`config.mk`:
```
export PLATFORM = sky130hd
export DESIGN_NAME = utf8_text_glyph_layout_flat
export DESIGN_NICKNAME = d
export VERILOG_FILES = /design/src/hw/rtl/utl_pkg.sv /design/src/hw/rtl/utl_byte_if.sv /design/src/hw/rtl/utl_glyph_if.sv /design/src/hw/rtl/utl_decode.sv /design/src/hw/rtl/utl_layout.sv /design/src/hw/rtl/utf8_text_glyph_layout.sv /design/src/flat_wrapper.sv
export VERILOG_INCLUDE_DIRS = /design/src /design/src/hw/rtl
export SDC_FILE = /design/constraint.sdc
export NUM_CORES = 1
export LEC_CHECK = 0
export BUFFER_PORTS_ARGS = -buffer_cell sky130_fd_sc_hd__buf_2
export CORE_ASPECT_RATIO = 1.5
export CORE_MARGIN = 1.5
export CORE_UTILIZATION = 45
export DETAILED_ROUTE_END_ITERATION = 6
export GPL_ROUTABILITY_DRIVEN = 0
export MAX_ROUTING_LAYER = met4
export PLACE_DENSITY = 0.67
export SYNTH_ARGS = -nofsm -noshare
export SYNTH_HDL_FRONTEND = slang
export SYNTH_SLANG_ARGS = --single-unit
```
`constraint.sdc`:
```
create_clock -name clk -period 7.3 [get_ports clk]
set_clock_uncertainty 0.15 [all_clocks]
set_input_delay 1.46 -clock clk [delete_from_list [all_inputs] [get_ports clk]]
set_output_delay 1.46 -clock clk [all_outputs]
set_load 0.01 [all_outputs]
```
`src/hw/rtl/utf8_text_glyph_layout_macros.svh`:
```
// ----------------------------------------------------------------------------
// utf8 text glyph layout assertion macros
// shared property shorthands, empty when synthesized
// ----------------------------------------------------------------------------
`ifndef UTF8_TEXT_GLYPH_LAYOUT_MACROS_SVH
`define UTF8_TEXT_GLYPH_LAYOUT_MACROS_SVH
`ifndef SYNTHESIS
`define UTL_ASSERT(lbl, ante, cons) \
	lbl: assert property (@(posedge clk) disable iff (!arst_n) (ante) |-> (cons)) \
		else $error("utl assertion failed");
`define UTL_ASSERT_NXT(lbl, ante, cons) \
	lbl: assert property (@(posedge clk) disable iff (!arst_n) (ante) |=> (cons)) \
		else $error("utl assertion failed");
`else
`define UTL_ASSERT(lbl, ante, cons)
`define UTL_ASSERT_NXT(lbl, ante, cons)
`endif
`endif

```
`src/hw/rtl/utl_pkg.sv`:
```
// ----------------------------------------------------------------------------
// utl_pkg
// types and constants of the utf8 text glyph layout block
// ----------------------------------------------------------------------------
package utl_pkg;

	localparam int GLYPH_SIZE  = 16;
	localparam int PEN_ADVANCE = 8;

	localparam logic [2:0] CFG_LEFT       = 3'd0;
	localparam logic [2:0] CFG_TOP        = 3'd1;
	localparam logic [2:0] CFG_BOX_WIDTH  = 3'd2;
	localparam logic [2:0] CFG_BOX_HEIGHT = 3'd3;
	localparam logic [2:0] CFG_CURSOR     = 3'd4;

	localparam logic [1:0] MODE_SKIP   = 2'd0;
	localparam logic [1:0] MODE_GLYPH  = 2'd1;
	localparam logic [1:0] MODE_CURSOR = 2'd2;

	localparam logic [20:0] RUNE_NEWLINE = 21'd10;
	localparam logic [20:0] RUNE_SPACE   = 21'd32;

	typedef struct packed {
		logic [11:0] left;
		logic [11:0] top;
		logic [11:0] box_width;
		logic [11:0] box_height;
		logic [16:0] cursor_index;
	} cfg_t;

	typedef struct packed {
		logic        rune_valid;
		logic        term;
		logic [20:0] rune;
	} dec_t;

	typedef struct packed {
		logic [1:0]  draw_mode;
		logic [12:0] dest_x;
		logic [12:0] dest_y;
		logic [11:0] src_x;
		logic [16:0] src_y;
		logic        last;
		logic [15:0] bytes_used;
	} result_t;

endpackage

```
`src/hw/rtl/utl_byte_if.sv`:
```
// ----------------------------------------------------------------------------
// utl_byte_if
// text byte channel, one string byte per word
// ----------------------------------------------------------------------------
interface utl_byte_if;
	logic       valid;
	logic       ready;
	logic [7:0] text_byte;

	modport source (output valid, output text_byte, input ready);
	modport sink (input valid, input text_byte, output ready);
endinterface

```
`src/hw/rtl/utl_glyph_if.sv`:
```
// ----------------------------------------------------------------------------
// utl_glyph_if
// glyph command channel, one command per word
// ----------------------------------------------------------------------------
interface utl_glyph_if;
	logic        valid;
	logic        ready;
	logic [1:0]  draw_mode;
	logic [12:0] dest_x;
	logic [12:0] dest_y;
	logic [11:0] src_x;
	logic [16:0] src_y;
	logic        last;
	logic [15:0] bytes_used;

	modport source (output valid, output draw_mode, output dest_x, output dest_y,
		output src_x, output src_y, output last, output bytes_used, input ready);
	modport sink (input valid, input draw_mode, input dest_x, input dest_y,
		input src_x, input src_y, input last, input bytes_used, output ready);
endinterface

```
`src/hw/rtl/utl_decode.sv`:
```
// ----------------------------------------------------------------------------
// utl_decode
// utf8 byte decoder, holds the partial rune between bytes
// ----------------------------------------------------------------------------
module utl_decode (
	input  logic          clk,
	input  logic          arst_n,
	input  logic          step,
	input  logic          finished,
	input  logic [7:0]    text_byte,
	output utl_pkg::dec_t dec
);
	import utl_pkg::*;

	logic [20:0] accum_q;
	logic [1:0]  pending_q;
	logic [20:0] accum_n;
	logic [1:0]  pending_n;
	logic        zero;

	assign zero = (text_byte == 8'd0);

	always_comb begin
		accum_n        = accum_q;
		pending_n      = pending_q;
		dec.rune_valid = 1'b0;
		dec.term       = 1'b0;
		dec.rune       = 21'd0;
		if (zero) begin
			accum_n        = 21'd0;
			pending_n      = 2'd0;
			dec.rune_valid = 1'b1;
			dec.term       = 1'b1;
		end else if (pending_q != 2'd0) begin
			accum_n        = {accum_q[14:0], text_byte[5:0]};
			pending_n      = pending_q - 2'd1;
			dec.rune_valid = (pending_n == 2'd0);
			dec.rune       = accum_n;
		end else if (text_byte[7:5] == 3'b110) begin
			accum_n   = {16'd0, text_byte[4:0]};
			pending_n = 2'd1;
		end else if (text_byte[7:4] == 4'b1110) begin
			accum_n   = {17'd0, text_byte[3:0]};
			pending_n = 2'd2;
		end else if (text_byte[7:3] == 5'b11110) begin
			accum_n   = {18'd0, text_byte[2:0]};
			pending_n = 2'd3;
		end else begin
			accum_n        = {13'd0, text_byte};
			dec.rune_valid = 1'b1;
			dec.rune       = accum_n;
		end
	end

	always_ff @(posedge clk or negedge arst_n) begin
		if (!arst_n) begin
			accum_q   <= 21'd0;
			pending_q <= 2'd0;
		end else if (step && (zero || !finished)) begin
			accum_q   <= accum_n;
			pending_q <= pending_n;
		end
	end
endmodule

```
`src/hw/rtl/utl_layout.sv`:
```
// ----------------------------------------------------------------------------
// utl_layout
// pen, rune index and byte count, builds one glyph command per rune
// ----------------------------------------------------------------------------
`include "utf8_text_glyph_layout_macros.svh"

module utl_layout (
	input  logic             clk,
	input  logic             arst_n,
	input  logic             step,
	input  logic [7:0]       text_byte,
	input  utl_pkg::cfg_t    cfg,
	input  utl_pkg::dec_t    dec,
	output logic             finished,
	output logic             res_valid,
	output utl_pkg::result_t res
);
	import utl_pkg::*;

	logic [12:0] pen_x_q;
	logic [12:0] pen_y_q;
	logic        in_string_q;
	logic [15:0] rune_index_q;
	logic [15:0] byte_count_q;
	logic        finished_q;

	logic [12:0] pen_x_cur;
	logic [12:0] pen_y_cur;
	logic [15:0] count_n;
	logic        is_cursor;
	logic [20:0] src_rune;
	logic [12:0] x2;
	logic [12:0] y2;
	logic [13:0] nx_adv;
	logic        wrap;
	logic [13:0] nx;
	logic [13:0] ny;
	logic        last;
	logic        zero;

	assign zero      = (text_byte == 8'd0);
	assign finished  = finished_q;
	assign pen_x_cur = in_string_q ? pen_x_q : {1'b0, cfg.left};
	assign pen_y_cur = in_string_q ? pen_y_q : {1'b0, cfg.top};
	assign count_n   = (byte_count_q != 16'hFFFF) ? byte_count_q + 16'd1 : byte_count_q;
	assign is_cursor = !cfg.cursor_index[16] && (cfg.cursor_index[15:0] == rune_index_q);
	assign src_rune  = (is_cursor && dec.rune == 21'd0) ? RUNE_SPACE : dec.rune;

	assign x2     = {1'b0, cfg.left} + {1'b0, cfg.box_width};
	assign y2     = {1'b0, cfg.top} + {1'b0, cfg.box_height};
	assign nx_adv = {1'b0, pen_x_cur} + 14'(PEN_ADVANCE);
	assign wrap   = (nx_adv >= {1'b0, x2}) || (dec.rune == RUNE_NEWLINE);
	assign nx     = wrap ? {2'b00, cfg.left} : nx_adv;
	assign ny     = wrap ? {1'b0, pen_y_cur} + 14'(GLYPH_SIZE) : {1'b0, pen_y_cur};
	assign last   = dec.term || (ny >= {1'b0, y2});

	assign res_valid = step && !finished_q && dec.rune_valid;

	always_comb begin
		if (is_cursor) begin
			res.draw_mode = MODE_CURSOR;
		end else if (dec.rune == RUNE_NEWLINE || dec.rune == RUNE_SPACE) begin
			res.draw_mode = MODE_SKIP;
		end else begin
			res.draw_mode = MODE_GLYPH;
		end
		res.dest_x     = pen_x_cur;
		res.dest_y     = pen_y_cur;
		res.src_x      = 12'(32'(src_rune[7:0]) * GLYPH_SIZE);
		res.src_y      = 17'(32'(src_rune[20:8]) * GLYPH_SIZE);
		res.last       = last;
		res.bytes_used = count_n;
	end

	always_ff @(posedge clk or negedge arst_n) begin
		if (!arst_n) begin
			pen_x_q      <= 13'd0;
			pen_y_q      <= 13'd0;
			in_string_q  <= 1'b0;
			rune_index_q <= 16'd0;
			byte_count_q <= 16'd0;
			finished_q   <= 1'b0;
		end else if (step) begin
			if (finished_q) begin
				if (zero) begin
					in_string_q  <= 1'b0;
					rune_index_q <= 16'd0;
					byte_count_q <= 16'd0;
					finished_q   <= 1'b0;
				end
			end else if (dec.rune_valid && dec.term) begin
				pen_x_q      <= nx[12:0];
				pen_y_q      <= ny[12:0];
				in_string_q  <= 1'b0;
				rune_index_q <= 16'd0;
				byte_count_q <= 16'd0;
			end else if (dec.rune_valid) begin
				pen_x_q      <= nx[12:0];
				pen_y_q      <= ny[12:0];
				in_string_q  <= 1'b1;
				rune_index_q <= rune_index_q + 16'd1;
				byte_count_q <= count_n;
				finished_q   <= last;
			end else begin
				pen_x_q      <= pen_x_cur;
				pen_y_q      <= pen_y_cur;
				in_string_q  <= 1'b1;
				byte_count_q <= count_n;
			end
		end
	end

	`UTL_ASSERT(a_finished_in_string, finished_q, in_string_q)
	`UTL_ASSERT_NXT(a_zero_restarts, step && zero,
		!in_string_q && !finished_q && rune_index_q == 16'd0 && byte_count_q == 16'd0)
	`UTL_ASSERT_NXT(a_index_advances, res_valid && !dec.term,
		rune_index_q == $past(rune_index_q) + 16'd1)
endmodule

```
`src/hw/rtl/utf8_text_glyph_layout.sv`:
```
// ----------------------------------------------------------------------------
// utf8_text_glyph_layout
// utf8 string to glyph command layout engine
// ----------------------------------------------------------------------------
// Takes one string byte per clock and gives at most one glyph command per
// byte, held first in the input register and then in the result register.
// The sustained rate is one byte per cycle; the input stalls only
// while the result register holds a command the sink has not taken. Bytes
// after the box bottom is reached are dropped up to the zero terminator.
// Box registers are read live and should be written only while idle.
module utf8_text_glyph_layout (
	input  logic        clk,
	input  logic        arst_n,
	input  logic        cfg_we,
	input  logic [2:0]  cfg_index,
	input  logic [16:0] cfg_data,
	utl_byte_if.sink    text_in,
	utl_glyph_if.source glyph_out
);
	import utl_pkg::*;

	cfg_t        cfg_q;
	logic        valid_s1;
	logic [7:0]  byte_s1;
	logic        out_valid_q;
	result_t     out_q;
	logic        advance;
	dec_t        dec;
	logic        finished;
	logic        res_valid;
	result_t     res;

	always_ff @(posedge clk or negedge arst_n) begin
		if (!arst_n) begin
			cfg_q.left         <= 12'd0;
			cfg_q.top          <= 12'd0;
			cfg_q.box_width    <= 12'd0;
			cfg_q.box_height   <= 12'd0;
			cfg_q.cursor_index <= 17'h1FFFF;
		end else if (cfg_we) begin
			case (cfg_index)
				CFG_LEFT:       cfg_q.left         <= cfg_data[11:0];
				CFG_TOP:        cfg_q.top          <= cfg_data[11:0];
				CFG_BOX_WIDTH:  cfg_q.box_width    <= cfg_data[11:0];
				CFG_BOX_HEIGHT: cfg_q.box_height   <= cfg_data[11:0];
				CFG_CURSOR:     cfg_q.cursor_index <= cfg_data;
				default: begin
				end
			endcase
		end
	end

	assign advance       = valid_s1 && (!out_valid_q || glyph_out.ready);
	assign text_in.ready = !valid_s1 || advance;

	always_ff @(posedge clk or negedge arst_n) begin
		if (!arst_n) begin
			valid_s1 <= 1'b0;
		end else if (text_in.ready) begin
			valid_s1 <= text_in.valid;
		end
	end

	always_ff @(posedge clk) begin
		if (text_in.ready && text_in.valid) begin
			byte_s1 <= text_in.text_byte;
		end
	end

	utl_decode u_decode (
		.clk       (clk),
		.arst_n    (arst_n),
		.step      (advance),
		.finished  (finished),
		.text_byte (byte_s1),
		.dec       (dec)
	);

	utl_layout u_layout (
		.clk       (clk),
		.arst_n    (arst_n),
		.step      (advance),
		.text_byte (byte_s1),
		.cfg       (cfg_q),
		.dec       (dec),
		.finished  (finished),
		.res_valid (res_valid),
		.res       (res)
	);

	always_ff @(posedge clk or negedge arst_n) begin
		if (!arst_n) begin
			out_valid_q <= 1'b0;
		end else if (res_valid) begin
			out_valid_q <= 1'b1;
		end else if (glyph_out.ready) begin
			out_valid_q <= 1'b0;
		end
	end

	always_ff @(posedge clk) begin
		if (res_valid) begin
			out_q <= res;
		end
	end

	assign glyph_out.valid      = out_valid_q;
	assign glyph_out.draw_mode  = out_q.draw_mode;
	assign glyph_out.dest_x     = out_q.dest_x;
	assign glyph_out.dest_y     = out_q.dest_y;
	assign glyph_out.src_x      = out_q.src_x;
	assign glyph_out.src_y      = out_q.src_y;
	assign glyph_out.last       = out_q.last;
	assign glyph_out.bytes_used = out_q.bytes_used;
endmodule

```
`src/flat_wrapper.sv`:
```
// flat-port wrapper written by rule: the top's interface ports become plain ports
module utf8_text_glyph_layout_flat import utl_pkg::*;
  (clk, arst_n, cfg_we, cfg_index, cfg_data, text_in_valid, text_in_text_byte, text_in_ready, glyph_out_valid, glyph_out_draw_mode, glyph_out_dest_x, glyph_out_dest_y, glyph_out_src_x, glyph_out_src_y, glyph_out_last, glyph_out_bytes_used, glyph_out_ready);
  utl_byte_if text_in_i ();
  utl_glyph_if glyph_out_i ();
  input  logic clk;
  input  logic arst_n;
  input  logic cfg_we;
  input  logic [2:0] cfg_index;
  input  logic [16:0] cfg_data;
  input wire logic [$bits(text_in_i.valid)-1:0] text_in_valid;
  input wire logic [$bits(text_in_i.text_byte)-1:0] text_in_text_byte;
  output wire logic [$bits(text_in_i.ready)-1:0] text_in_ready;
  output wire logic [$bits(glyph_out_i.valid)-1:0] glyph_out_valid;
  output wire logic [$bits(glyph_out_i.draw_mode)-1:0] glyph_out_draw_mode;
  output wire logic [$bits(glyph_out_i.dest_x)-1:0] glyph_out_dest_x;
  output wire logic [$bits(glyph_out_i.dest_y)-1:0] glyph_out_dest_y;
  output wire logic [$bits(glyph_out_i.src_x)-1:0] glyph_out_src_x;
  output wire logic [$bits(glyph_out_i.src_y)-1:0] glyph_out_src_y;
  output wire logic [$bits(glyph_out_i.last)-1:0] glyph_out_last;
  output wire logic [$bits(glyph_out_i.bytes_used)-1:0] glyph_out_bytes_used;
  input wire logic [$bits(glyph_out_i.ready)-1:0] glyph_out_ready;
  assign text_in_i.valid = text_in_valid;
  assign text_in_i.text_byte = text_in_text_byte;
  assign text_in_ready = text_in_i.ready;
  assign glyph_out_valid = glyph_out_i.valid;
  assign glyph_out_draw_mode = glyph_out_i.draw_mode;
  assign glyph_out_dest_x = glyph_out_i.dest_x;
  assign glyph_out_dest_y = glyph_out_i.dest_y;
  assign glyph_out_src_x = glyph_out_i.src_x;
  assign glyph_out_src_y = glyph_out_i.src_y;
  assign glyph_out_last = glyph_out_i.last;
  assign glyph_out_bytes_used = glyph_out_i.bytes_used;
  assign glyph_out_i.ready = glyph_out_ready;
  utf8_text_glyph_layout u_core (.clk(clk), .arst_n(arst_n), .cfg_we(cfg_we), .cfg_index(cfg_index), .cfg_data(cfg_data), .text_in(text_in_i), .glyph_out(glyph_out_i));
endmodule
```
Word-level counts from Yosys, hierarchy flattened:

Index checks and enable logic that the tools add are counted.

* reduce and logical (&&, ||, !) cells: 35
* bitwise operators: 1
* mux-type cells: 46
* eq/ne operators: 12
* $lt $le $gt $ge: 2
* add/subtract/negate cells: 7

Operators by type and width (count)
* 16-bit 2-to-1 mux: 7
* 13-bit 2-to-1 mux: 7
* 8-bit 2-to-1 mux: 6
* 21-bit 2-to-1 mux: 2
* 16-bit by 1-bit adder with 16-bit output (second input constant): 2
* 15-bit 2-to-1 mux: 2
* 14-bit by 13-bit >= comparator with 1-bit output: 2
* 12-bit by 12-bit adder with 13-bit output: 2
* 21-bit by 4-bit == test with 1-bit output (second input constant): 1
* 21-bit by 6-bit == test with 1-bit output (second input constant): 1
* 21-bit logical NOT: 1
* 16-bit == test: 1
* 1-bit 2-to-1 mux: 16
* 16-bit inequality test (second input constant): 1
* 2-bit AND reduction: 8
* 13-bit by 4-bit adder with 14-bit output (second input constant): 1
* 13-bit by 5-bit adder with 14-bit output (second input constant): 1
* 14-bit 2-to-1 mux: 1
* 2-bit 2-to-1 mux: 5
* 1-bit logical AND: 8
* 8-bit logical NOT: 1
* 3-bit by 2-bit == test with 1-bit output (second input constant): 2
* 3-bit == test (second input constant): 2
* 1-bit logical OR: 6
* 13 further kinds: 17

* register bits after elaboration: 218
* input bits: 33
* logic and storage cells: 126
* output and inout port bits: 76

Longest topological paths before layout:

Gate-level depths: netlist of the first run.

* depth in word-level cells: 14
* gate-level depth with buffers: 28
* depth with buffers taken out: 26

Modules after synthesis:

A second synthesis of the first run with hierarchy kept.

* cell total of the unflattened synthesis: 1064
* area total of the unflattened synthesis: 12243.0 sq um

By module, submodules not included
* utl_layout: area an instance 6118.4 sq um, times used 1, cells each 730, seq. area each 1501.4 sq um
* utf8_text_glyph_layout: area an instance 5071.1 sq um, times used 1, cells each 231, seq. area each 4160.2 sq um
* utl_decode: area an instance 1053.5 sq um, times used 1, cells each 103, seq. area each 425.4 sq um

Worst setup path after synthesis of the first run:

No wires, ideal clock.

* kind: register to register
* start: register u_core.u_layout.in_string_q
* end: register u_core.out_q (netlist bit u_core.glyph_out.last), data pin
* setup time: 0.260 ns
* data required time: 6.890 ns
* cell stages (with the launch flop): 25
* path slack: 1.968 ns
* arrival time: 4.922 ns
* path buffers: 3
* path through: dfrtp_1 -> buf_6 -> buf_6 -> mux2_2 -> ha_1 -> o2111ai_4 -> or3_1 -> xnor2_1 -> ha_1 -> a21o_1 -> a21oi_1 -> o41ai_4 -> a21o_2 -> nor2_2 -> buf_6 -> nor2_1 -> xor2_1 -> ha_1 -> a21o_1 -> a21o_1 -> a2111oi_0 -> o31ai_1 -> a221oi_1 -> o31a_1 -> nand2_1

RTL lines
* start, declared: RTL line utl_layout.sv:22 `logic in_string_q;`
* start signal, assigned: RTL line utl_layout.sv:79 `in_string_q <= 1'b0;`
* start signal, assigned: RTL line utl_layout.sv:86 `in_string_q <= 1'b0;`
* start signal, assigned: RTL line utl_layout.sv:94 `in_string_q <= 1'b0;`
* end signal, assigned: RTL line utf8_text_glyph_layout.sv:103 `out_q <= res;`
* end, declared: RTL line utf8_text_glyph_layout.sv:26 `result_t out_q;`

==> results of run 1 <==
## registers in the layout (all words and copies together), names as in the netlist, 2 cells and up
signal	flops
u_core.byte_s1	8
u_core.glyph_out.bytes_used	16
u_core.u_layout.pen_y_q	13
u_core.glyph_out.dest_x	13
u_core.glyph_out.draw_mode	2
u_core.u_decode.accum_q	15
u_core.u_layout.byte_count_q	16
u_core.u_layout.pen_x_q	13
u_core.glyph_out.src_y	13
u_core.u_decode.pending_q	2
u_core.glyph_out.dest_y	13
u_core.cfg_q	65
u_core.glyph_out.src_x	8
u_core.u_layout.rune_index_q	16
## cell families (layout without fill, tap and decap cells)
| logic type | after synthesis | in the layout | share of synthesized area (%) |
|---|---|---|---|
| simple gates | 316 | 316 | 13.6 |
| flops | 218 | 218 | 50.8 |
| compound gates | 181 | 181 | 10.9 |
| mux | 93 | 93 | 9.22 |
| xor+xnor | 80 | 80 | 6.08 |
| buf+inv | 77 | 188 | 3.19 |
| fa+ha+maj | 56 | 56 | 6.21 |
| other cells | 1 | 8 | 0.0326 |
## report_power, final
part | total, µW | leakage, µW | switching [µW] | internal, µW
sequential | 1850 | 0.00251 | 202 | 1650
combinational | 1790 | 0.00302 | 1060 | 732
clock | 1200 | 0.000371 | 477 | 726
total | 4840 | 0.00590 | 1740 | 3110
## worst max-delay path: cells and delay by family, from the launching register on
kind / cells / cell delay [ns]
adder cells (fa/ha/maj): 2 / 0.47
multiplexers: 1 / 0.22
AND/OR/NAND/NOR: 9 / 1.66
XOR/XNOR: 2 / 0.32
buffers and inverters: 2 / 0.59
flip-flops: 1 / 0.52
AO/OA/AOI/OAI: 7 / 1.90
## metal layers
metal  part of all wire (%)  vias up  track usage, %
met5                      0        -               -
met4                    3.9        0            8.86
met3                    3.5       60            2.37
met2                     53      172            36.8
met1                     40     3942            22.8
li1                       -     3873               -
## cell type report
type,count,area share [%]
Sequential cell,218,44.6
Inverter,35,1.02
Multi-Input combinational cell,734,40.8
Clock inverter,13,1.27
Clock buffer,27,4.58
Tap cell,328,3.13
Timing Repair Buffer,113,4.61
## cells in the mapped netlist (12+ instances only)
master / n
sky130_fd_sc_hd__a21o_1: 12
sky130_fd_sc_hd__a21oi_1: 25
sky130_fd_sc_hd__a22o_1: 12
sky130_fd_sc_hd__and2_1: 26
sky130_fd_sc_hd__and3_1: 12
sky130_fd_sc_hd__clkbuf_1: 21
sky130_fd_sc_hd__dfrtp_1: 127
sky130_fd_sc_hd__dfstp_2: 17
sky130_fd_sc_hd__edfxtp_1: 74
sky130_fd_sc_hd__ha_1: 54
sky130_fd_sc_hd__inv_1: 32
sky130_fd_sc_hd__mux2_2: 74
sky130_fd_sc_hd__nand2_1: 106
sky130_fd_sc_hd__nand3_1: 20
sky130_fd_sc_hd__nand4_1: 12
sky130_fd_sc_hd__nor2_1: 64
sky130_fd_sc_hd__nor3_1: 24
sky130_fd_sc_hd__o21ai_0: 59
sky130_fd_sc_hd__xnor2_1: 32
sky130_fd_sc_hd__xor2_1: 48
## per-stage QoR
| stage | total power (µW) | setup slack, ns |
|---|---|---|
| finish | 4840 | 1.21 |
| global route | 5170 | 0.783 |
| CTS | 4880 | 1.25 |
| detailed placement | 3660 | 1.31 |
| global placement | 3610 | 1.52 |
| floorplan | 3130 | 1.97 |
## worst max path at each step
stage	from	end	slack, ns	cells after the start
global placement	u_core.u_layout.in_string_q	u_core.glyph_out.last	1.52	22
floorplan	u_core.u_layout.in_string_q	u_core.glyph_out.last	1.97	24
detailed placement	u_core.u_layout.in_string_q	u_core.glyph_out.last	1.31	22
finish	u_core.u_layout.in_string_q	u_core.glyph_out.last	1.21	23
global route	u_core.cfg_q[53]	u_core.glyph_out.last	0.78	26
CTS	u_core.u_layout.in_string_q	u_core.glyph_out.last	1.25	23
==> run summary, run 1 <==
SETUP PATH
----------------------------------------------------------------------------------------------------
Critical Path End Type                                                                      register
Cell occurring most often along the worst timing path                                   sky130_fd_sc_hd__nand2_1
Number of cells on the worst reg-to-reg path                                                      23
Nature of the critical path startpoint                                                      register
Crit-path max cell delay                                                                     0.52 ns
Worst Path Arrival                                                                           6.21 ns
Slowest CP cell                                                                         sky130_fd_sc_hd__dfrtp_1
Register-to-register setup slack                                                             1.21 ns
Cells traversed along the worst timing path                                             buf_4 > mux2i_1 > inv_1 > nand4_1 > nor4_2 > nand2_1 > nor2_1 > xor2_1 > ha_1 > and3_1 > and3_1 > a21oi_1 > nand2_1 > nand2_1 > xnor2_1 > ha_1 > a21o_1 > a21o_1 > a2111oi_0 > o31ai_1 > a221oi_1 > o31a_1 > nand2_1
Critical Path RT                                                                             7.42 ns
CP Class                                                                                     reg2reg
Worst reg2reg path endpoint                                                             u_core.glyph_out.last
Worst reg2reg startpoint                                                                u_core.u_layout.in_string_q
Maximum fanout count along the critical path                                                      30

DIE
----------------------------------------------------------------------------------------------------
Ports placed on the boundary                                                                     109
Cell row count                                                                                    71
Vertical die dimension                                                                        199 µm
Overall die area                                                                           26600 µm²
Effective utilization at floorplan                                                             45.8%
Std-Cell Core Area                                                                         25100 µm²
Chip Width                                                                                    134 µm

MIN PATH
----------------------------------------------------------------------------------------------------
Number of cells on the worst hold path                                                             2
Launch point of the worst hold path                                                     u_core.u_layout.pen_y_q[2]
Worst-case hold path end point                                                          u_core.u_layout.pen_y_q[2]
Path class of the lowest-slack min-delay path                                                reg2reg

TIMING
----------------------------------------------------------------------------------------------------
Final critical delay including setup and external delays                                     6.09 ns
Minimum hold slack                                                                          0.325 ns
Hold violation count in the final report                                                           0
Crit share post-route                                                                          83.4%
Slew at the pin closest to its max-slew limit                                                1.22 ns
Final Setup Violations                                                                             0
Unrepaired setup endpoints after global routing                                                   no
Final total negative setup slack                                                                0 ns
Rel. slew slack                                                                                18.2%
Maximum clock frequency                                                                    0.164 GHz
Count of pins over their slew limit                                                                0

FINISH
----------------------------------------------------------------------------------------------------
Top library cells by usage in the layout, fill and taps aside                           sky130_fd_sc_hd__dfrtp_1, sky130_fd_sc_hd__nand2_1, sky130_fd_sc_hd__buf_2, sky130_fd_sc_hd__mux2_2, sky130_fd_sc_hd__edfxtp_1
Footprint of the multi-input gates                                                          5340 µm²
Most common library cell in the layout ignoring fill and taps                           sky130_fd_sc_hd__dfrtp_1
Filler cells                                                                                    2213
Antenna diode instance count                                                                       0
Cell Count, Final, Fillers Out                                                                  1468
Summed area of non-filler cells in the final layout                                        13100 µm²
Final net count                                                                                 1213
Layout cells sized above 1                                                                     24.2%
Register Area                                                                               5850 µm²
Layout area overhead                                                                           13.8%
Post-Route Utilization                                                                         52.1%

POWER
----------------------------------------------------------------------------------------------------
Max VDD drop                                                                                  190 µV
Leakage component of the power                                                            0.00590 µW
Pwr dens                                                                                  369 nW/µm²

SYNTH
----------------------------------------------------------------------------------------------------
Yosys Warn Count                                                                                   0
Synth Instances                                                                                 1022
Part of the Yosys area used for sequential elements                                            50.8%
Mean Syn Cell Area                                                                          11.3 µm²
Register bit count reported by yosys                                                             218
Count of flip-flops with a built-in enable after synthesis                                        74
Distinct cells, synth                                                                             83
Fraction of registers with async set or reset after synthesis                                  66.1%
Commonest register cell after synthesis                                                 sky130_fd_sc_hd__dfrtp_1
Share of Yosys cell area claimed by the top area cell type                                     27.6%
Most area-hungry cell type in the Yosys netlist                                         sky130_fd_sc_hd__dfrtp_1
Dominant cells by area after synthesis                                                  sky130_fd_sc_hd__dfrtp_1, sky130_fd_sc_hd__edfxtp_1, sky130_fd_sc_hd__mux2_2
Area of the mapped netlist                                                                 11500 µm²

CLOCKING
----------------------------------------------------------------------------------------------------
TritonCTS clock tree                                                                            done
Depth of the CTS H-tree                                                                            1
Clock sinks                                                                                      218
Clock-pin slew reported for the worst setup and hold paths after clock tree synthesis        0.06 ns
Source-to-sink clock delay at the later pin of the worst-skew pair                           0.53 ns
Quantity of gates resized following cts                                                            0
Clock buffers created by TritonCTS                                                                22
Post CTS Setup Buffer Count                                                                        0
Count of hold buffers inserted by post-cts repair                                                  0
Max clock buf depth                                                                                3
Clock root buffer                                                                       sky130_fd_sc_hd__clkbuf_16

PLACEMENT
----------------------------------------------------------------------------------------------------
Post-placement cell area                                                                   12300 µm²
Number of cells in the design after placement                                                   1428
Post-detailed-placement half-perimeter wirelength                                            19.0 mm
Port buffer count                                                                                100

JOB
----------------------------------------------------------------------------------------------------
Maximum Capacitance Violations                                                                     0

ROUTE
----------------------------------------------------------------------------------------------------
Drt wl/cell                                                                                  17.7 µm
Number of design rule violations left after detail routing                                         0
Number of iterations in the first detailed-routing pass                                            4
Post-DRT Antenna Nets                                                                              0
Total number of vias                                                                            8047
Final WL                                                                                     25.9 mm
Drt via density                                                                                 5.48
Drt initial violations                                                                           364

GLOBAL ROUTE
----------------------------------------------------------------------------------------------------
Antenna violations before repair                                                                   0
Global route overflow                                                                              0
Gr usage total                                                                                 20.4%
Via count of the first global-routing pass                                                      8040
Global-route wire length before repair                                                       41.5 mm
Largest net degree at the start of global routing                                                 84

OUTCOME
----------------------------------------------------------------------------------------------------
Result of the run                                                                          completed

(Power assumes the default switching activity.)
==> run 2: changes to the inputs <==
PLACE_DENSITY = 0.7   (was 0.67)
clock period = 5.3 ns   (was 7.3 ns; I/O delays follow)
==> run summary, run 2 (synthesized netlist as in run 1, its figures left out) <==
POWER
----------------------------------------------------------------------------------------------------
Portion of total power attributed to the clock network                                         22.6%   was 24.8%
Leakage component of the power                                                            0.00610 µW   was 0.00590 µW
Combinational group share of total power                                                       40.4%   was 36.9%
Proportion of total power due to net switching                                                 36.1%   was 35.9%
Switch Pwr                                                                                   2480 µW   was 1740 µW
Portion of total power attributed to sequential cells                                          37.0%   was 38.2%
Max VDD drop                                                                                  239 µV   was 190 µV
Power Internal                                                                               4400 µW   was 3110 µW
Pwr dens                                                                                  510 nW/µm²   was 369 nW/µm²

SETUP PATH
----------------------------------------------------------------------------------------------------
Critical Path End Type                                                                      register   unchanged
Worst Path Arrival                                                                           5.56 ns   was 6.21 ns
Critical Path RT                                                                             5.51 ns   was 7.42 ns
Register-to-register setup slack                                                            -0.05 ns   was 1.21 ns
Nature of the critical path startpoint                                                      register   unchanged
Number of cells on the worst reg-to-reg path                                                      26   was 23
CP Class                                                                                     reg2reg   unchanged
Worst reg2reg path endpoint                                                             u_core.u_layout.finished   was u_core.glyph_out.last
Origin of the worst setup path                                                          u_core.cfg_q[29]   was u_core.u_layout.in_string_q
Worst reg2reg startpoint                                                                u_core.cfg_q[29]   was u_core.u_layout.in_string_q
Maximum fanout count along the critical path                                                       3   was 30

DIE
----------------------------------------------------------------------------------------------------
Std-Cell Core Area                                                                         25100 µm²   unchanged
Vertical die dimension                                                                        199 µm   unchanged
Overall die area                                                                           26600 µm²   unchanged
Chip Width                                                                                    134 µm   unchanged
Cell row count                                                                                    71   unchanged
Ports placed on the boundary                                                                     109   unchanged
Effective utilization at floorplan                                                             45.8%   unchanged

ROUTE
----------------------------------------------------------------------------------------------------
Drt via density                                                                                 5.53   was 5.48
Drt initial violations                                                                           432   was 364
Post-DRT Antenna Nets                                                                              0   unchanged
Drt wl/cell                                                                                  17.4 µm   was 17.7 µm
Final WL                                                                                     26.3 mm   was 25.9 mm
Total number of vias                                                                            8340   was 8047
Number of design rule violations left after detail routing                                         0   unchanged
Number of iterations in the first detailed-routing pass                                            5   was 4

JOB
----------------------------------------------------------------------------------------------------
Maximum Capacitance Violations                                                                     0   unchanged

MIN PATH
----------------------------------------------------------------------------------------------------
Worst-case hold path end point                                                          u_core.u_layout.pen_y_q[2]   unchanged
Launch point of the worst hold path                                                     u_core.u_layout.pen_y_q[2]   unchanged
Number of cells on the worst hold path                                                             2   unchanged
Path class of the lowest-slack min-delay path                                                reg2reg   unchanged

PLACEMENT
----------------------------------------------------------------------------------------------------
Worst slack after detailed placement                                                       -0.341 ns   was 1.31 ns
Port buffer count                                                                                100   unchanged
Post-detailed-placement half-perimeter wirelength                                            19.3 mm   was 19.0 mm
Number of cells in the design after placement                                                   1459   was 1428

CLOCKING
----------------------------------------------------------------------------------------------------
Clock sinks                                                                                      218   unchanged
Source-to-sink clock delay at the later pin of the worst-skew pair                           0.51 ns   was 0.53 ns
Clock root buffer                                                                       sky130_fd_sc_hd__clkbuf_16   unchanged
Clock buffers created by TritonCTS                                                                22   unchanged
TritonCTS clock tree                                                                            done   unchanged
Depth of the CTS H-tree                                                                            1   unchanged
Count of hold buffers inserted by post-cts repair                                                  0   unchanged
Max clock buf depth                                                                                3   unchanged
Clock-pin slew reported for the worst setup and hold paths after clock tree synthesis        0.06 ns   about the same

GLOBAL ROUTE
----------------------------------------------------------------------------------------------------
Via count of the first global-routing pass                                                      8420   was 8040
Antenna violations before repair                                                                   0   unchanged
Global route overflow                                                                              0   unchanged
Global-route wire length before repair                                                       42.5 mm   was 41.5 mm
Largest net degree at the start of global routing                                                 85   was 84
Gr usage total                                                                                 20.6%   was 20.4%

TIMING
----------------------------------------------------------------------------------------------------
Count of pins over their slew limit                                                                0   unchanged
Maximum clock frequency                                                                    0.187 GHz   was 0.164 GHz
Slew at the pin closest to its max-slew limit                                                1.19 ns   was 1.22 ns
Final setup margin                                                                        -0.0463 ns   was 1.21 ns
Final critical delay including setup and external delays                                     5.35 ns   was 6.09 ns
Crit share post-route                                                                           101%   was 83.4%
Rel. slew slack                                                                                20.3%   was 18.2%
Final Setup Violations                                                                             2   was 0
Unrepaired setup endpoints after global routing                                                  yes   was no
Hold violation count in the final report                                                           0   unchanged

FINISH
----------------------------------------------------------------------------------------------------
Final net count                                                                                 1252   was 1213
Antenna diode instance count                                                                       0   unchanged
Most common library cell in the layout ignoring fill and taps                           sky130_fd_sc_hd__dfrtp_1   unchanged
Filler cells                                                                                    2196   was 2213
Top library cells by usage in the layout, fill and taps aside                           sky130_fd_sc_hd__dfrtp_1, sky130_fd_sc_hd__nand2_1, sky130_fd_sc_hd__buf_2, sky130_fd_sc_hd__mux2_2, sky130_fd_sc_hd__edfxtp_1   unchanged
Max reg flops                                                                                     65   unchanged
Layout area overhead                                                                           17.2%   was 13.8%
Layout cells sized above 1                                                                     28.5%   was 24.2%
Cell Count, Final, Fillers Out                                                                  1507   was 1468
Post-Route Utilization                                                                         53.7%   was 52.1%
Register name with the most flops                                                       u_core.cfg_q   unchanged

OUTCOME
----------------------------------------------------------------------------------------------------
Result of the run                                                                       finished with violations   was completed
Violated checks                                                                         negative setup slack

[run 2: through the flow]
stage | hold WS (ns) | area (µm²) | TNS (ns) | total power [µW]
after floorplan | 0.290 | 11600 | 0 | 4340
after global routing | 0.346 | 13500 | -0.594 | 7330
after CTS | 0.324 | 13400 | -0.0992 | 6840
final | 0.323 | 13500 | -0.0755 | 6880
after detailed placement | 0.310 | 12600 | -0.609 | 5190
after global placement | 0.302 | 12600 | -0.262 | 5100
[run 2: worst max-delay path by stage]
| stage | depth (start not counted) | to | slack (ns) |
|---|---|---|---|
| 2_1_floorplan | 26 | u_core.glyph_out.last | 0.02 |
| 3_3_place_gp | 25 | u_core.glyph_out.last | -0.17 |
| 3_5_place_dp | 25 | u_core.glyph_out.last | -0.34 |
| 4_1_cts | 26 | u_core.glyph_out.last | -0.08 |
| 5_1_grt | 26 | u_core.glyph_out.last | -0.30 |
| 6_report | 26 | u_core.u_layout.finished | -0.05 |
[run 2: final cells by class]
type                       instances  area, µm²  share of cell area (%)
inverter                          35        134                   0.992
clock inverter                    10       98.8                   0.732
tap                              328        410                    3.04
multi-input combinational        734       5480                    40.6
clock buffer                      30        622                    4.61
timing repair buffer             152        905                    6.70
sequential                       218       5850                    43.3
[run 2: worst max-delay path, cell delays in order, from the launching register on]
cell and delay, ns:
sky130_fd_sc_hd__dfrtp_1 0.36, sky130_fd_sc_hd__ha_2 0.19, sky130_fd_sc_hd__inv_2 0.04, sky130_fd_sc_hd__fa_2 0.36
sky130_fd_sc_hd__nor2b_2 0.13, sky130_fd_sc_hd__o21ai_2 0.07, sky130_fd_sc_hd__a21oi_2 0.15, sky130_fd_sc_hd__o21ai_2 0.08
sky130_fd_sc_hd__a21oi_2 0.19, sky130_fd_sc_hd__a311oi_2 0.14, sky130_fd_sc_hd__a211o_1 0.32, sky130_fd_sc_hd__ha_4 0.25
sky130_fd_sc_hd__and3_4 0.17, sky130_fd_sc_hd__and3_4 0.15, sky130_fd_sc_hd__a21o_1 0.19, sky130_fd_sc_hd__nor2_4 0.16
sky130_fd_sc_hd__nor2_2 0.06, sky130_fd_sc_hd__xor2_1 0.14, sky130_fd_sc_hd__ha_1 0.31, sky130_fd_sc_hd__a21o_1 0.17
sky130_fd_sc_hd__a21o_1 0.18, sky130_fd_sc_hd__a2111oi_4 0.29, sky130_fd_sc_hd__o31ai_1 0.12, sky130_fd_sc_hd__a221oi_1 0.28
sky130_fd_sc_hd__o31a_1 0.32, sky130_fd_sc_hd__buf_4 0.16, sky130_fd_sc_hd__o32ai_2 0.06
[run 2: repair_timing]
action / CTS / global route
gates cloned: 0 / 0
gates resized for setup: 18 / 9
setup endpoints to repair: 2 / 2
pin swaps: 28 / 13
buffers inserted: 4 / 4
[run 2: power groups by stage]
stage / Clock [µW] / Combinational, µW / Sequential [µW]
after CTS: 1590 / 2710 / 2550
final: 1550 / 2780 / 2540
after global routing: 1660 / 3070 / 2600
after global placement: 0 / 2540 / 2560
after detailed placement: 0 / 2610 / 2580
after floorplan: 0 / 1750 / 2580
[run 2: metal layers]
metal | GRT usage [%] | part of all wire [%]
met5 | - | 0
met1 | 22.7 | 39
met4 | 8.94 | 4.1
met2 | 37.2 | 52
met3 | 2.93 | 4.5
==> run 3: changes to the inputs <==
SETUP_SLACK_MARGIN = 0.4   (was default)
==> run summary, run 3 (synthesized netlist as in run 1, its figures left out) <==
TIMING
----------------------------------------------------------------------------------------------------
Maximum clock frequency                                                                    0.184 GHz   was 0.187 GHz
Unrepaired setup endpoints after global routing                                                  yes   unchanged
Final setup margin                                                                         -0.139 ns   was -0.0463 ns
Hold violation count in the final report                                                           0   unchanged
Final total negative setup slack                                                           -0.211 ns   was -0.0755 ns
Count of pins over their slew limit                                                                0   unchanged
Final critical delay including setup and external delays                                     5.44 ns   was 5.35 ns
Rel. slew slack                                                                                17.4%   was 20.3%
Slew at the pin closest to its max-slew limit                                                1.23 ns   was 1.19 ns
Minimum hold slack                                                                          0.323 ns   about the same
Crit share post-route                                                                           103%   was 101%
Final Setup Violations                                                                             2   unchanged

MIN PATH
----------------------------------------------------------------------------------------------------
Number of cells on the worst hold path                                                             2   unchanged
Launch point of the worst hold path                                                     u_core.u_layout.pen_y_q[2]   unchanged
Worst-case hold path end point                                                          u_core.u_layout.pen_y_q[2]   unchanged
Path class of the lowest-slack min-delay path                                                reg2reg   unchanged

ROUTE
----------------------------------------------------------------------------------------------------
Total number of vias                                                                            8238   was 8340
Number of design rule violations left after detail routing                                         0   unchanged
Drt via density                                                                                 5.46   was 5.53
Final WL                                                                                     26.5 mm   was 26.3 mm
Post-DRT Antenna Nets                                                                              0   unchanged
Drt initial violations                                                                           374   was 432
Drt wl/cell                                                                                  17.5 µm   was 17.4 µm
Number of iterations in the first detailed-routing pass                                            4   was 5

CLOCKING
----------------------------------------------------------------------------------------------------
Depth of the CTS H-tree                                                                            1   unchanged
Clock buffers created by TritonCTS                                                                22   unchanged
Count of hold buffers inserted by post-cts repair                                                  0   unchanged
Source-to-sink clock delay at the later pin of the worst-skew pair                           0.53 ns   was 0.51 ns
Clock sinks                                                                                      218   unchanged
Clock root buffer                                                                       sky130_fd_sc_hd__clkbuf_16   unchanged
Max clock buf depth                                                                                3   unchanged
TritonCTS clock tree                                                                            done   unchanged
Clock-pin slew reported for the worst setup and hold paths after clock tree synthesis        0.06 ns   about the same

SETUP PATH
----------------------------------------------------------------------------------------------------
Slowest CP cell                                                                         sky130_fd_sc_hd__fa_2   was sky130_fd_sc_hd__dfrtp_1
Crit-path max cell delay                                                                     0.36 ns   about the same
CP Class                                                                                     reg2reg   unchanged
Worst reg2reg path endpoint                                                             u_core.glyph_out.last   was u_core.u_layout.finished
Critical Path RT                                                                             5.43 ns   was 5.51 ns
Register-to-register setup slack                                                            -0.14 ns   was -0.05 ns
Number of cells on the worst reg-to-reg path                                                      25   was 26
Cell type group with the largest total delay on the critical path                       compound AO/OA/AOI/OAI gates   unchanged
Count of buffering cells on the critical path with inverters included                              1   was 2
Worst reg2reg startpoint                                                                u_core.cfg_q[29]   unchanged
Nature of the critical path startpoint                                                      register   unchanged
Worst Path Arrival                                                                           5.57 ns   was 5.56 ns
Maximum fanout count along the critical path                                                       6   was 3
Cell occurring most often along the worst timing path                                   sky130_fd_sc_hd__a21o_1   unchanged
Critical Path End Type                                                                      register   unchanged

FINISH
----------------------------------------------------------------------------------------------------
Most common library cell in the layout ignoring fill and taps                           sky130_fd_sc_hd__dfrtp_1   unchanged
Top library cells by usage in the layout, fill and taps aside                           sky130_fd_sc_hd__dfrtp_1, sky130_fd_sc_hd__nand2_1, sky130_fd_sc_hd__buf_2, sky130_fd_sc_hd__mux2_2, sky130_fd_sc_hd__edfxtp_1   unchanged
Register name with the most flops                                                       u_core.cfg_q   unchanged
Layout area overhead                                                                           17.0%   was 17.2%
Layout cells sized above 1                                                                     28.7%   was 28.5%
Filler cells                                                                                    2209   was 2196
Final net count                                                                                 1253   was 1252
Max reg flops                                                                                     65   unchanged

DIE
----------------------------------------------------------------------------------------------------
Cell row count                                                                                    71   unchanged
Std-Cell Core Area                                                                         25100 µm²   unchanged
Overall die area                                                                           26600 µm²   unchanged
Vertical die dimension                                                                        199 µm   unchanged
Ports placed on the boundary                                                                     109   unchanged
Chip Width                                                                                    134 µm   unchanged
Effective utilization at floorplan                                                             45.8%   unchanged

POWER
----------------------------------------------------------------------------------------------------
Pwr dens                                                                                  509 nW/µm²   was 510 nW/µm²
Max VDD drop                                                                                  264 µV   was 239 µV
Leakage component of the power                                                            0.00608 µW   was 0.00610 µW

PLACEMENT
----------------------------------------------------------------------------------------------------
Port buffer count                                                                                100   unchanged
Post-detailed-placement half-perimeter wirelength                                            19.4 mm   was 19.3 mm

GLOBAL ROUTE
----------------------------------------------------------------------------------------------------
Routing usage on met3                                                                          2.93%   unchanged
Antenna violations before repair                                                                   2   was 0
Global routing usage on met2                                                                   36.8%   was 37.2%
Top Usage Layer GRT                                                                             met2   unchanged
Largest net degree at the start of global routing                                                 89   was 85
Global-route wire length before repair                                                       42.1 mm   was 42.5 mm
Global route overflow                                                                              0   unchanged
Via count of the first global-routing pass                                                      8078   was 8420
Gr usage total                                                                                 20.6%   about the same
Met1 track demand over resource in global routing                                              23.2%   was 22.7%

OUTCOME
----------------------------------------------------------------------------------------------------
Violated checks                                                                         negative setup slack   unchanged
Result of the run                                                                       finished with violations   unchanged

JOB
----------------------------------------------------------------------------------------------------
Maximum Capacitance Violations                                                                     0   unchanged

## run 3: cell count changes in the layout (fill, tap and decap cells not counted), sizes merged
cell,before,now
clkbuf,30,27
clkinv,10,12
clkinvlp,0,1
buf,152,153
diode,0,2
## run 3: worst register-to-register path, delay by kind of cell, from the launching register on
kind,cells,cell delay [ns]
AOI/OAI and AO/OA,13,2.56
adders and majority gates,4,1.10
xor gates and xnor gates,1,0.16
DFF,1,0.35
and+or+nand+nor,6,0.82
buffers and inverters,1,0.04
## run 3: worst max path at each step
stage	from	to	slack, ns	cells past startpoint
2_1_floorplan	u_core.cfg_q[53]	u_core.glyph_out.last	0.20	26
3_5_place_dp	u_core.cfg_q[29]	u_core.glyph_out.last	-0.23	26
3_3_place_gp	u_core.cfg_q[53]	u_core.glyph_out.last	-0.09	26
6_report	u_core.cfg_q[29]	u_core.glyph_out.last	-0.14	25
4_1_cts	u_core.cfg_q[29]	u_core.glyph_out.last	-0.05	26
5_1_grt	u_core.cfg_q[53]	u_core.glyph_out.last	-0.39	25
## run 3: cell type report
| class | count | area (µm²) | area share [%] |
|---|---|---|---|
| Inverter | 35 | 134 | 0.993 |
| Clock inverter | 13 | 135 | 1.00 |
| Timing Repair Buffer | 153 | 905 | 6.71 |
| Tap cell | 328 | 410 | 3.04 |
| Sequential cell | 218 | 5850 | 43.4 |
| Multi-Input combinational cell | 734 | 5460 | 40.5 |
| Clock buffer | 27 | 589 | 4.37 |
| Antenna cell | 2 | 5.00 | 0.0371 |
## run 3: power breakdown
group / internal, µW / switching (µW)
Combinational: 1190 / 1560
Clock: 895 / 669
Sequential: 2270 / 273
Total: 4350 / 2500
## run 3: routing by layer
layer | vias up | part of all wire, % | wire length (µm)
li1 | 3957 | - | -
met1 | 4030 | 40 | 10500
met2 | 191 | 53 | 13900
met3 | 60 | 4.3 | 1130
met4 | 0 | 3.6 | 966
met5 | - | 0 | 0
## run 3: timing repair
| item | in CTS | in global routing |
|---|---|---|
| gates resized for setup | 4 | 6 |
| buffers inserted | 4 | 2 |
| pin swaps | 5 | 7 |
| endpoints found under the setup margin | 2 | 2 |
| gates cloned | 0 | 0 |
| hold endpoints to repair | 0 | 0 |
## run 3: through the flow
stage          utilization [%]  setup WS, ns  instances  instance area [µm²]  total power [µW]
3_3_place_gp              50.4       -0.0906       1462                12700              5170
6_report                  53.6        -0.139       1510                13500              6860
2_1_floorplan                -         0.200       1029                11600              4370
5_1_grt                   53.6        -0.390       1510                13500              7310
4_1_cts                   53.5       -0.0549       1506                13400              6880
3_5_place_dp              50.4        -0.229       1462                12700              5260
